## config.mk

```make
export PLATFORM = sky130hd
export DESIGN_NAME = obd_mode01_reply_decoder
export DESIGN_NICKNAME = d
export VERILOG_FILES = /design/src/rtl/omrd_pkg.sv /design/src/rtl/omrd_scan.sv /design/src/rtl/omrd_decode.sv /design/src/rtl/obd_mode01_reply_decoder.sv
export SDC_FILE = /design/constraint.sdc
export NUM_CORES = 1
export LEC_CHECK = 0
export ABC_AREA = 1
export BUFFER_PORTS_ARGS = -buffer_cell sky130_fd_sc_hd__buf_2
export CAP_MARGIN = 20
export CORE_MARGIN = 1.5
export CORE_UTILIZATION = 50
export DETAILED_ROUTE_END_ITERATION = 8
export GPL_ROUTABILITY_DRIVEN = 0
export GPL_TIMING_DRIVEN = 0
export PLACE_DENSITY = 0.68
export SKIP_CTS_REPAIR_TIMING = 1
export SYNTH_ARGS = -nofsm -noshare
export SYNTH_HDL_FRONTEND = slang
export SYNTH_HIERARCHICAL = 1
export SYNTH_SLANG_ARGS = --single-unit
```

## constraint.sdc

```tcl
create_clock -name i_clk -period 14.6 [get_ports i_clk]
set_clock_uncertainty 0.2 [all_clocks]
set_input_delay 0.73 -clock i_clk [delete_from_list [all_inputs] [get_ports i_clk]]
set_output_delay 0.73 -clock i_clk [all_outputs]
set_load 0.01 [all_outputs]
```

## src/rtl/omrd_pkg.sv

```systemverilog
`timescale 1ns / 1ps
// ----------------------------------------------------------------------------
// omrd_pkg
// Shared types, constants and helper functions of the mode 01 reply decoder.
// ----------------------------------------------------------------------------
package omrd_pkg;

    // Byte limit of one reply and the width of the counter that reaches it.
    localparam int MAX_BYTES   = 64;
    localparam int BYTE_CNT_W  = $clog2(MAX_BYTES + 1);

    localparam logic [7:0] MODE01_REPLY = 8'h41;
    localparam logic [7:0] CHAR_QMARK   = 8'h3F;
    localparam logic [7:0] CHAR_NUL     = 8'h00;
    localparam logic [7:0] PID_RESET    = 8'h0C;

    // Parameter numbers with a decoding.
    localparam logic [7:0] PID_COOLANT  = 8'h05;
    localparam logic [7:0] PID_MAP      = 8'h0B;
    localparam logic [7:0] PID_RPM      = 8'h0C;
    localparam logic [7:0] PID_SPEED    = 8'h0D;
    localparam logic [7:0] PID_IAT      = 8'h0F;
    localparam logic [7:0] PID_MAF      = 8'h10;
    localparam logic [7:0] PID_THROTTLE = 8'h11;
    localparam logic [7:0] PID_FUEL     = 8'h2F;

    localparam logic [8:0] TEMP_OFFSET  = 9'd40;

    // ceil(2^27 / 25): R*256/100 = (R*64)/25 = (R * M) >> 21, exact for 16-bit R.
    localparam logic [22:0] MAF_RECIP = 23'd5368710;
    // 25600 * ceil(2^31 / 255): A*25600/255 = (A * K) >> 31, exact for 8-bit A.
    localparam logic [37:0] PCT_RECIP = 38'd215590528000;

    localparam int N_ERR_TEXT = 4;

    // Error texts, left aligned and padded with spaces; the padding is never reached.
    localparam logic [N_ERR_TEXT-1:0][71:0] ERR_TEXT = {
        "BUS ERROR", "UNABLE   ", "CAN ERROR", "NO DATA  "
    };
    localparam logic [N_ERR_TEXT-1:0][3:0] ERR_LEN = {4'd9, 4'd6, 4'd9, 4'd7};

    typedef enum logic [2:0] {
        ST_OK        = 3'd0,
        ST_EMPTY     = 3'd1,
        ST_ERR_TEXT  = 3'd2,
        ST_NO_HEADER = 3'd3,
        ST_SHORT     = 3'd4,
        ST_NO_DECODE = 3'd5
    } t_status;

    // What the scanner hands to the decoder at the end of a reply.
    typedef struct packed {
        logic        any_content;
        logic        error_seen;
        logic        header_found;
        logic [1:0]  data_count;
        logic [15:0] data_bytes;
    } t_snap;

    function automatic logic [7:0] err_char(input logic [1:0] k, input logic [3:0] pos);
        logic [6:0] base;
        base = 7'(8 * (8 - int'(pos)));
        return ERR_TEXT[k][base +: 8];
    endfunction

    // Bit 4 flags a hex digit, bits 3..0 hold its value.
    function automatic logic [4:0] hex_nibble(input logic [7:0] c);
        logic [4:0] r;
        r = 5'd0;
        if (c >= "0" && c <= "9") begin
            r = {1'b1, 4'(c - "0")};
        end else if (c >= "a" && c <= "f") begin
            r = {1'b1, 4'(c - "a" + 8'd10)};
        end else if (c >= "A" && c <= "F") begin
            r = {1'b1, 4'(c - "A" + 8'd10)};
        end
        return r;
    endfunction

endpackage

```

## src/rtl/omrd_scan.sv

```systemverilog
`timescale 1ns / 1ps
// ----------------------------------------------------------------------------
// omrd_scan
// Input register and per-character reply scanner: error text matching, hex
// byte assembly, header search and data byte capture, with an end-of-reply
// snapshot register.
// ----------------------------------------------------------------------------
module omrd_scan (
    input  logic            i_clk,
    input  logic            i_rst_n,
    input  logic            i_in_valid,
    output logic            o_in_stall,
    input  logic [7:0]      i_reply_char,
    input  logic            i_end_of_reply,
    input  logic [7:0]      i_pid,
    input  logic            i_snap_take,
    output logic            o_snap_valid,
    output omrd_pkg::t_snap o_snap
);
    import omrd_pkg::*;

    logic                  r_in_valid;
    logic [7:0]            r_in_char;
    logic                  r_in_eop;

    logic [3:0]            r_mpos [N_ERR_TEXT];
    logic [3:0]            n_mpos [N_ERR_TEXT];
    logic                  r_hn_v, n_hn_v;
    logic [3:0]            r_hn, n_hn;
    logic [BYTE_CNT_W-1:0] r_byte_cnt, n_byte_cnt;
    logic                  r_prev_v, n_prev_v;
    logic [7:0]            r_prev, n_prev;
    logic                  r_hdr, n_hdr;
    logic [1:0]            r_dcount, n_dcount;
    logic [15:0]           r_data, n_data;
    logic                  r_ended, n_ended;
    logic                  r_err, n_err;
    logic                  r_any, n_any;

    logic                  r_snap_valid;
    t_snap                 r_snap, n_snap;

    logic                  snap_free;
    logic                  in_take;
    logic                  in_load;

    // A held character leaves the input register unless it ends a reply and
    // the snapshot register is still occupied.
    assign snap_free  = !r_snap_valid || i_snap_take;
    assign in_take    = r_in_valid && (!r_in_eop || snap_free);
    assign o_in_stall = r_in_valid && !in_take;
    assign in_load    = i_in_valid && !o_in_stall;

    always_comb begin : p_next
        logic [3:0] pos;
        logic [4:0] nib;
        logic [7:0] b;
        pos        = 4'd0;
        nib        = hex_nibble(r_in_char);
        b          = {r_hn, nib[3:0]};
        n_mpos     = r_mpos;
        n_hn_v     = r_hn_v;
        n_hn       = r_hn;
        n_byte_cnt = r_byte_cnt;
        n_prev_v   = r_prev_v;
        n_prev     = r_prev;
        n_hdr      = r_hdr;
        n_dcount   = r_dcount;
        n_data     = r_data;
        n_ended    = r_ended;
        n_err      = r_err;
        n_any      = r_any;
        if (in_take && !r_ended) begin
            if (r_in_char == CHAR_NUL) begin
                n_ended = 1'b1;
            end else begin
                n_any = 1'b1;
                if (r_in_char == CHAR_QMARK) begin
                    n_err = 1'b1;
                end
                for (int k = 0; k < N_ERR_TEXT; k++) begin
                    pos = r_mpos[k];
                    if (r_in_char == err_char(2'(k), pos)) begin
                        pos = pos + 4'd1;
                    end else if (r_in_char == err_char(2'(k), 4'd0)) begin
                        pos = 4'd1;
                    end else begin
                        pos = 4'd0;
                    end
                    if (pos >= ERR_LEN[k]) begin
                        n_err = 1'b1;
                        pos   = 4'd0;
                    end
                    n_mpos[k] = pos;
                end
                if (r_byte_cnt < BYTE_CNT_W'(MAX_BYTES) && nib[4]) begin
                    if (!r_hn_v) begin
                        n_hn_v = 1'b1;
                        n_hn   = nib[3:0];
                    end else begin
                        n_hn_v     = 1'b0;
                        n_hn       = 4'd0;
                        n_byte_cnt = r_byte_cnt + BYTE_CNT_W'(1);
                        if (!r_hdr) begin
                            if (r_prev_v && r_prev == MODE01_REPLY && b == i_pid) begin
                                n_hdr    = 1'b1;
                                n_dcount = 2'd0;
                            end else begin
                                n_prev_v = 1'b1;
                                n_prev   = b;
                            end
                        end else if (r_dcount < 2'd2) begin
                            if (r_dcount == 2'd0) begin
                                n_data = {b, 8'h00};
                            end else begin
                                n_data = {r_data[15:8], b};
                            end
                            n_dcount = r_dcount + 2'd1;
                        end
                    end
                end
            end
        end

        n_snap = '{any_content:  n_any,
                   error_seen:   n_err,
                   header_found: n_hdr,
                   data_count:   n_dcount,
                   data_bytes:   n_data};

        // The last character of a reply leaves the scanner clear for the next one.
        if (in_take && r_in_eop) begin
            for (int k = 0; k < N_ERR_TEXT; k++) begin
                n_mpos[k] = 4'd0;
            end
            n_hn_v     = 1'b0;
            n_hn       = 4'd0;
            n_byte_cnt = '0;
            n_prev_v   = 1'b0;
            n_prev     = 8'h00;
            n_hdr      = 1'b0;
            n_dcount   = 2'd0;
            n_data     = 16'h0000;
            n_ended    = 1'b0;
            n_err      = 1'b0;
            n_any      = 1'b0;
        end
    end

    always_ff @(posedge i_clk) begin
        if (!i_rst_n) begin
            r_in_valid <= 1'b0;
        end else if (in_load) begin
            r_in_valid <= 1'b1;
        end else if (in_take) begin
            r_in_valid <= 1'b0;
        end
    end

    always_ff @(posedge i_clk) begin
        if (in_load) begin
            r_in_char <= i_reply_char;
            r_in_eop  <= i_end_of_reply;
        end
    end

    always_ff @(posedge i_clk) begin
        if (!i_rst_n) begin
            for (int k = 0; k < N_ERR_TEXT; k++) begin
                r_mpos[k] <= 4'd0;
            end
            r_hn_v     <= 1'b0;
            r_hn       <= 4'd0;
            r_byte_cnt <= '0;
            r_prev_v   <= 1'b0;
            r_prev     <= 8'h00;
            r_hdr      <= 1'b0;
            r_dcount   <= 2'd0;
            r_data     <= 16'h0000;
            r_ended    <= 1'b0;
            r_err      <= 1'b0;
            r_any      <= 1'b0;
        end else begin
            r_mpos     <= n_mpos;
            r_hn_v     <= n_hn_v;
            r_hn       <= n_hn;
            r_byte_cnt <= n_byte_cnt;
            r_prev_v   <= n_prev_v;
            r_prev     <= n_prev;
            r_hdr      <= n_hdr;
            r_dcount   <= n_dcount;
            r_data     <= n_data;
            r_ended    <= n_ended;
            r_err      <= n_err;
            r_any      <= n_any;
        end
    end

    always_ff @(posedge i_clk) begin
        if (!i_rst_n) begin
            r_snap_valid <= 1'b0;
        end else if (in_take && r_in_eop) begin
            r_snap_valid <= 1'b1;
        end else if (i_snap_take) begin
            r_snap_valid <= 1'b0;
        end
    end

    always_ff @(posedge i_clk) begin
        if (in_take && r_in_eop) begin
            r_snap <= n_snap;
        end
    end

    assign o_snap_valid = r_snap_valid;
    assign o_snap       = r_snap;

    a_byte_limit: assert property (@(posedge i_clk) disable iff (!i_rst_n)
        r_byte_cnt <= BYTE_CNT_W'(MAX_BYTES))
        else $error("byte count passed the byte limit");

    a_snap_hold: assert property (@(posedge i_clk) disable iff (!i_rst_n)
        r_snap_valid && !i_snap_take |=> r_snap_valid && $stable(r_snap))
        else $error("pending reply snapshot was lost or changed");

    a_clear_after_end: assert property (@(posedge i_clk) disable iff (!i_rst_n)
        in_take && r_in_eop |=> r_byte_cnt == '0 && !r_any && !r_hdr && !r_ended)
        else $error("scanner state not cleared after the end of a reply");

endmodule

```

## src/rtl/omrd_decode.sv

```systemverilog
`timescale 1ns / 1ps
// ----------------------------------------------------------------------------
// omrd_decode
// Per-PID decoding of the captured data bytes into a Q8 value and a status,
// with the result register toward the output channel.
// ----------------------------------------------------------------------------
module omrd_decode (
    input  logic               i_clk,
    input  logic               i_rst_n,
    input  logic               i_snap_valid,
    input  omrd_pkg::t_snap    i_snap,
    input  logic [7:0]         i_pid,
    output logic               o_snap_take,
    output logic               o_out_valid,
    input  logic               i_out_stall,
    output logic [2:0]         o_status,
    output logic signed [22:0] o_value_q8,
    output logic [7:0]         o_data_a,
    output logic [7:0]         o_data_b
);
    import omrd_pkg::*;

    logic               r_out_valid;
    t_status            r_status, n_status;
    logic signed [22:0] r_value, n_value;
    logic [7:0]         r_data_a, n_data_a;
    logic [7:0]         r_data_b, n_data_b;

    logic               out_free;
    logic [7:0]         a;
    logic [15:0]        r16;
    logic [38:0]        maf_prod;
    logic [45:0]        pct_prod;
    logic [8:0]         temp;
    logic [1:0]         need;
    logic               known;

    assign out_free    = !r_out_valid || !i_out_stall;
    assign o_snap_take = i_snap_valid && out_free;

    assign a   = i_snap.data_bytes[15:8];
    assign r16 = i_snap.data_bytes;

    // Divisions by 100 and 255 are done as multiplications by scaled reciprocals.
    assign maf_prod = 39'(r16) * 39'(MAF_RECIP);
    assign pct_prod = 46'(a) * 46'(PCT_RECIP);
    assign temp     = {1'b0, a} - TEMP_OFFSET;

    always_comb begin
        need  = 2'd1;
        known = 1'b1;
        case (i_pid)
            PID_RPM, PID_MAF: begin
                need = 2'd2;
            end
            PID_SPEED, PID_MAP, PID_COOLANT, PID_IAT, PID_THROTTLE, PID_FUEL: begin
                need = 2'd1;
            end
            default: begin
                known = 1'b0;
            end
        endcase
    end

    always_comb begin
        n_status = ST_OK;
        n_value  = '0;
        n_data_a = 8'h00;
        n_data_b = 8'h00;
        if (!i_snap.any_content) begin
            n_status = ST_EMPTY;
        end else if (i_snap.error_seen) begin
            n_status = ST_ERR_TEXT;
        end else if (!i_snap.header_found) begin
            n_status = ST_NO_HEADER;
        end else begin
            if (i_snap.data_count >= 2'd1) begin
                n_data_a = a;
            end
            if (i_snap.data_count >= 2'd2) begin
                n_data_b = i_snap.data_bytes[7:0];
            end
            if (!known) begin
                n_status = ST_NO_DECODE;
            end else if (i_snap.data_count < need) begin
                n_status = ST_SHORT;
            end else begin
                case (i_pid)
                    PID_RPM: begin
                        n_value = {1'b0, r16, 6'b000000};
                    end
                    PID_MAF: begin
                        n_value = {5'b00000, maf_prod[38:21]};
                    end
                    PID_COOLANT, PID_IAT: begin
                        n_value = {{6{temp[8]}}, temp, 8'h00};
                    end
                    PID_THROTTLE, PID_FUEL: begin
                        n_value = {8'h00, pct_prod[45:31]};
                    end
                    default: begin
                        n_value = {7'b0000000, a, 8'h00};
                    end
                endcase
            end
        end
    end

    always_ff @(posedge i_clk) begin
        if (!i_rst_n) begin
            r_out_valid <= 1'b0;
        end else if (o_snap_take) begin
            r_out_valid <= 1'b1;
        end else if (!i_out_stall) begin
            r_out_valid <= 1'b0;
        end
    end

    always_ff @(posedge i_clk) begin
        if (o_snap_take) begin
            r_status <= n_status;
            r_value  <= n_value;
            r_data_a <= n_data_a;
            r_data_b <= n_data_b;
        end
    end

    assign o_out_valid = r_out_valid;
    assign o_status    = r_status;
    assign o_value_q8  = r_value;
    assign o_data_a    = r_data_a;
    assign o_data_b    = r_data_b;

endmodule

```

## src/rtl/obd_mode01_reply_decoder.sv

```systemverilog
`timescale 1ns / 1ps
// ----------------------------------------------------------------------------
// obd_mode01_reply_decoder
// Decodes the text reply of an OBD-II adapter to a mode 01 request into a
// Q8 fixed-point value, a status and the two raw data bytes.
// ----------------------------------------------------------------------------
// One reply character can be taken in every clock cycle. While results wait
// on a stalled output, two finished replies are held, one in the decoder's
// result register and one in the scanner's snapshot register; the character
// that ends a third reply then waits in the input register and stalls the
// input until the output moves again. A reply ends with the character that
// has end_of_reply set, and that reply's result passes in turn through the
// input register, the scanner's snapshot register and the decoder's result
// register before it reaches the output. Write requested_pid only while
// no character and no result is in flight.
// ----------------------------------------------------------------------------
module obd_mode01_reply_decoder (
    input  logic               i_clk,
    input  logic               i_rst_n,
    input  logic               i_in_valid,
    output logic               o_in_stall,
    input  logic [7:0]         i_reply_char,
    input  logic               i_end_of_reply,
    input  logic               i_cfg_wr_en,
    input  logic [7:0]         i_cfg_wr_data,
    output logic               o_out_valid,
    input  logic               i_out_stall,
    output logic [2:0]         o_status,
    output logic signed [22:0] o_value_q8,
    output logic [7:0]         o_data_a,
    output logic [7:0]         o_data_b
);
    import omrd_pkg::*;

    logic [7:0] r_pid;
    logic       snap_valid;
    logic       snap_take;
    t_snap      snap;

    always_ff @(posedge i_clk) begin
        if (!i_rst_n) begin
            r_pid <= PID_RESET;
        end else if (i_cfg_wr_en) begin
            r_pid <= i_cfg_wr_data;
        end
    end

    omrd_scan u_scan (
        .i_clk          (i_clk),
        .i_rst_n        (i_rst_n),
        .i_in_valid     (i_in_valid),
        .o_in_stall     (o_in_stall),
        .i_reply_char   (i_reply_char),
        .i_end_of_reply (i_end_of_reply),
        .i_pid          (r_pid),
        .i_snap_take    (snap_take),
        .o_snap_valid   (snap_valid),
        .o_snap         (snap)
    );

    omrd_decode u_decode (
        .i_clk        (i_clk),
        .i_rst_n      (i_rst_n),
        .i_snap_valid (snap_valid),
        .i_snap       (snap),
        .i_pid        (r_pid),
        .o_snap_take  (snap_take),
        .o_out_valid  (o_out_valid),
        .i_out_stall  (i_out_stall),
        .o_status     (o_status),
        .o_value_q8   (o_value_q8),
        .o_data_a     (o_data_a),
        .o_data_b     (o_data_b)
    );

endmodule

```

# ---- Word-level counts from Yosys, hierarchy flattened
# Index checks and enable logic that the tools add are counted.
dict set report totals {
  ff_bits 142
  in_bits 22
  out_inout_bits 44
  wordCells 204
}
dict set report op_classes {
  addsub 16
  mul 2
  n_lt_le_gt_ge 15
  eq_ne 20
  n_shift 4
  muxes 67
  bitwise 9
  reduce_logical 40
}
# operator n
set op_table {}
lappend op_table {{72-bit by 8-bit indexed part select with 8-bit output (first input constant)} 4}
lappend op_table {{16-bit 2-to-1 mux} 7}
lappend op_table {{23-bit case mux with 4 select lines} 1}
lappend op_table {{4-bit 2-to-1 mux} 17}
lappend op_table {{8-bit by 7-bit equality test with 1-bit output (second input constant)} 5}
lappend op_table {{8-bit equality test} 5}
lappend op_table {{16-bit by 22-bit multiplier with 38-bit output (second input constant)} 1}
lappend op_table {{8-bit by 28-bit multiplier with 36-bit output (second input constant)} 1}
lappend op_table {{8-bit by 4-bit equality test with 1-bit output (second input constant)} 4}
lappend op_table {{1-bit 2-to-1 mux} 27}
lappend op_table {{2-bit 2-to-1 mux} 10}
lappend op_table {{4-bit by 1-bit adder with 4-bit output (second input constant)} 4}
lappend op_table {{8-bit by 5-bit equality test with 1-bit output (second input constant)} 2}
lappend op_table {{8-bit by 6-bit equality test with 1-bit output (second input constant)} 2}
lappend op_table {{8-bit by 7-bit greater-or-equal comparator with 1-bit output (second input constant)} 2}
lappend op_table {{8-bit by 7-bit less-or-equal comparator with 1-bit output (second input constant)} 2}
lappend op_table {{4-bit subtractor (first input constant)} 4}
lappend op_table {{5-bit 2-to-1 mux} 3}
lappend op_table {{1-bit logical AND} 12}
lappend op_table {{4-bit by 1-bit subtractor with 4-bit output (second input constant)} 3}
lappend op_table {{1-bit NOT} 9}
lappend op_table {{8-bit by 6-bit subtractor with 9-bit output (second input constant)} 1}
lappend op_table {{4-bit adder (second input constant)} 2}
lappend op_table {{8-bit by 3-bit equality test with 1-bit output (second input constant)} 1}
lappend op_table {{other kinds (27)} 44}

# ---- Longest topological paths before layout
dict set report depth {
  word_depth 15
  mapped_depth 26
  ltp_nobuf 26
}

# ---- Hierarchy
# Netlist, hierarchy kept.
# mod n_inst cells_each area_each_um2 seq_area_each_um2
set by_module_without_submodules {}
lappend by_module_without_submodules {omrd_decode 1 1542 11325.9 1281.2}
lappend by_module_without_submodules {omrd_scan 1 741 5340.1 2122.0}
lappend by_module_without_submodules {obd_mode01_reply_decoder 1 47 317.8 160.2}

# ---- Worst setup path before layout
# Ideal clock, no wire load.
dict set report synth_path {
  path_type {reg-to-reg}
  from {register u_scan.r_snap, in the netlist u_scan/o_snap[14]}
  to {register u_decode.r_value[12] (netlist: u_decode/o_value_q8[12]), data pin}
  setup_time_ns 0.252
  arrival_time_ns 4.980
  slack_ns 9.167
  stages_incl_launch_ff 25
  path_buffers 0
  cell_sequence {edfxtp_1 inv_1 ha_1 inv_1 ha_1 inv_1 fa_1 inv_1 fa_1 fa_1 inv_1 fa_1 inv_1 ha_1 nand2_1 nor2_1 inv_1 nor4_1 nand2_1 nand2_1 nand2_1 nand3_1 nand2_1 nand2_1 nand2_1}
}
dict set report synth_between {
  elab_chain_cells 2
}
# item line
set synth_lines {}
lappend synth_lines {{start: declaration} omrd_scan.sv:41} ;# t_snap r_snap, n_snap;
lappend synth_lines {{start signal: assignment} omrd_scan.sv:211} ;# r_snap <= n_snap;
lappend synth_lines {{8-bit by 28-bit multiplier with 36-bit output or 16-bit by 22-bit multiplier with 38-bit output (tied branches)} {omrd_decode.sv:46, omrd_decode.sv:45}}
lappend synth_lines {{23-bit case mux with 4 select lines *} omrd_decode.sv:88} ;# case (i_pid)
lappend synth_lines {{end signal: assignment} omrd_decode.sv:122} ;# r_value <= n_value;
lappend synth_lines {{end: declaration} omrd_decode.sv:25} ;# logic signed [22:0] r_value, n_value;
# Mark *: on every way between the ends. The rest lies on a longest branch, timed or not.
# A chain may end at the register's enable or synchronous reset.

# ---- Final worst setup path
dict set report layout_path {
  from {register u_scan.r_snap, in the netlist u_scan/o_snap[8]}
  to {register u_decode.r_value[0] (netlist: u_decode/o_value_q8[0]), data pin}
}
# Same word-level chain as after synthesis.

==> flow_summary.json <==
{
  "grt_pass1_vias": 14710,
  "drtIter0Drc": 1080,
  "worst_pin_slew_ns": 0.8105,
  "r2r_end": "u_decode/o_value_q8[0]$_SDFFCE_PP0P_",
  "synth_top_area_share_pct": 17.39,
  "powerDensity_nw_per_um2": 182.9,
  "grtUsageTotal_pct": 26.56,
  "power.leakage_nw": 9.841,
  "maxCapViolCount": 0,
  "clockRootBuffer": "clkbuf_16",
  "clock_sinks": 142,
  "postRouteAntennaNets": 0,
  "grt_pass1_wl_um": 73780,
  "syn_to_final_growth_pct": 8.988,
  "required_ns": 14.70,
  "remaining_drc_errors": 0,
  "vias": 15030,
  "crit_path_start_kind": "flop",
  "diodes": 0,
  "cts_tree": "built",
  "yosysWarnings": 6,
  "crit_end": "u_decode/o_value_q8[0]$_SDFFCE_PP0P_",
  "grt_antenna_before_repair": 0,
  "fin_crit_ns": 6.446,
  "fin_setup_tns_ns": 0,
  "synth-seq-cells": 142,
  "clk_pin_slew_worst_paths_ns": 0.08,
  "yosysUniqueCellTypes": 52,
  "fmax_mhz": 155.1,
  "placedInstanceArea_um2": 17900,
  "async_reset_ff_share_pct": 0,
  "synth.avg_cell_area_um2": 7.289,
  "insertion_delay_ns": 0.45,
  "initial_utilization_pct": 50.78,
  "clockBufferDepth": 2,
  "hold_class": "input port to flop",
  "rsz0062_at_grt": "false",
  "design_area_um2": 18510,
  "layout.nets": 2796,
  "die_area_um2": 35080,
  "core_area_um2": 33450,
  "reg2reg_depth": 20,
  "synthFlopType": "edfxtp_1",
  "crit_start": "u_scan/o_snap[8]$_DFFE_PP_",
  "final_util_pct": 55.34,
  "end_kind": "flop",
  "drive_gt1_share_pct": 7.290,
  "worst-r2r-setup-slack_ns": 8.15,
  "grt_max_degree": 30,
  "hold_viol_final": 0,
  "numCtsBuffers": 17,
  "drv_slew": 0,
  "synth_top_area_cell": "ha_1",
  "fp.dieH_um": 187.3,
  "synth-seq-area-share_pct": 20.98,
  "critPathArrivalTime_ns": 6.54,
  "die_x_um": 187.3,
  "synth-edff-count": 72,
  "fin_cells": 2876,
  "port_buffers": 65,
  "drt_wl_total_um": 44940,
  "reg2reg_from": "u_scan/o_snap[8]$_DFFE_PP_",
  "syn-num-nets": 2711,
  "period_share_pct": 44.15,
  "syn_inst": 2330,
  "syn-cell-area_um2": 16980,
  "hold_start": "i_reply_char[3]",
  "fp-row-count": 67,
  "post-place-ws_ns": 8.252,
  "ioPinCount": 66,
  "dpl.hpwl_um": 37110,
  "wl_per_cell_um": 15.62,
  "ir_drop_mv": 0.1487,
  "viasPerCell": 5.227,
  "outcome": "finished, final reports clean",
  "worstPathMaxFanout": 11,
  "dpl.cell_count": 2844,
  "grt_overflow": 0,
  "slew_headroom_pct": 45.91,
  "ys_top_cells_by_area": "ha_1 (17%), fa_1 (14%), nand2_1 (14%)",
  "setup_slack_ns": 8.154,
  "htreeDepth": 4,
  "setup_viol": 0,
  "path_class": "flop to flop",
  "first_pass_iters": 5
}
worst min-delay path by stage:
stage                                          endpoint  slack (ns)  cells past startpoint
final                     u_scan/r_in_char[3]$_DFFE_PP_        0.25                      1
after global routing      u_scan/r_in_char[0]$_DFFE_PP_        0.23                      1
after CTS                 u_scan/r_in_char[3]$_DFFE_PP_        0.23                      1
after detailed placement        u_scan/r_any$_SDFF_PP0_        0.26                      2
after global placement          u_scan/r_any$_SDFF_PP0_        0.24                      2
after floorplan                 u_scan/r_any$_SDFF_PP0_        0.24                      2
where the power goes:
part	internal [W]	total [W]	leakage (nW)	switching (W)
registers	0.000431	0.000446	1.18	0.0000155
logic	0.000878	0.00249	8.37	0.00161
clock network	0.000233	0.000448	0.298	0.000215
total	0.00154	0.00339	9.84	0.00184
placed cells by master, fill, tap and decap left out, drive strengths merged, types with 22 or more instances in the layout:
cell      n
nand2   630
nor2    198
buf      74
nand4    22
ha      236
dfxtp    70
xor2     22
fa      123
clkbuf   27
inv     500
o21ai    51
a21oi   111
nand3   189
edfxtp   72
final cells by class:
class	count	area, um^2
timing repair buffer	66	345.3
multi-input combinational	1676	11480
clock inverter	15	183.9
sequential	142	3563
tap	448	560.5
clock buffer	17	425.4
inverter	494	1857
fill	3178	14940
buffer	18	96.34
routing by layer:
layer | track usage (%) | wire [um] | part of all wire (%) | vias up
met5 | 0 | 0 | 0 | -
met4 | 11.45 | 1861 | 4.1 | 0
met3 | 5.310 | 2762 | 6.1 | 100
met2 | 44.41 | 20860 | 46 | 486
met1 | 33.32 | 19450 | 43 | 6966
li1 | - | - | - | 7480
cells by family (layout without fill, tap and decap cells):
family / after synthesis / in the layout / synth area share (%)
buffers and inverters: 512 / 610 / 11.50
DFF: 142 / 142 / 20.98
adders and majority gates: 359 / 359 / 31.88
and+or+nand+nor: 1095 / 1095 / 27.59
xor gates and xnor gates: 27 / 27 / 1.392
AOI/OAI and AO/OA: 195 / 195 / 6.652
registers in the layout, indices dropped and copies added (netlist names), 2 cells and up:
register and flops:
u_scan/r_byte_cnt 7, u_decode/o_value_q8 23, u_scan/r_dcount 2, u_decode/o_status 3, u_scan/r_in_char 8, u_decode/o_data_a 8, u_scan/r_hn 4, u_decode/o_data_b 8
u_scan/r_prev 8, u_scan/r_mpos 16, u_scan/r_data 16, r_pid 8, u_scan/o_snap 21
cell usage after synthesis (11+ instances only):
cell and instances:
ha_1 236, o21bai_1 12, inv_1 470, nor2_1 190
dfxtp_1 70, edfxtp_1 72, fa_1 123, xor2_1 22
nand3b_1 11, or2_2 12, inv_2 19, a21oi_1 101
o21ai_0 33, nand2_1 625, nand3_1 185, nand4_1 22
nor3_1 18
metrics by stage:
step	total power [W]	hold slack [ns]
final	0.003386	0.2473
after global routing	0.003809	0.2277
after CTS	0.003372	0.2274
after detailed placement	0.002904	0.2550
after global placement	0.002868	0.2441
after floorplan	0.002316	0.2359
worst max-delay path, stage by stage (launching register included):
cell and delay, ns:
edfxtp_1 0.76, inv_1 0.43, ha_1 0.56, inv_1 0.22, ha_1 0.28, fa_1 0.55, fa_1 0.46, fa_1 0.55
inv_1 0.06, fa_1 0.52, inv_1 0.06, ha_1 0.32, nand2_1 0.14, nor2_1 0.21, nand2_1 0.12, nor2_1 0.15
nand2_1 0.07, nand3_1 0.11, or2_1 0.10, nand3_1 0.22, a21oi_2 0.21
(Power assumes the default switching activity.)
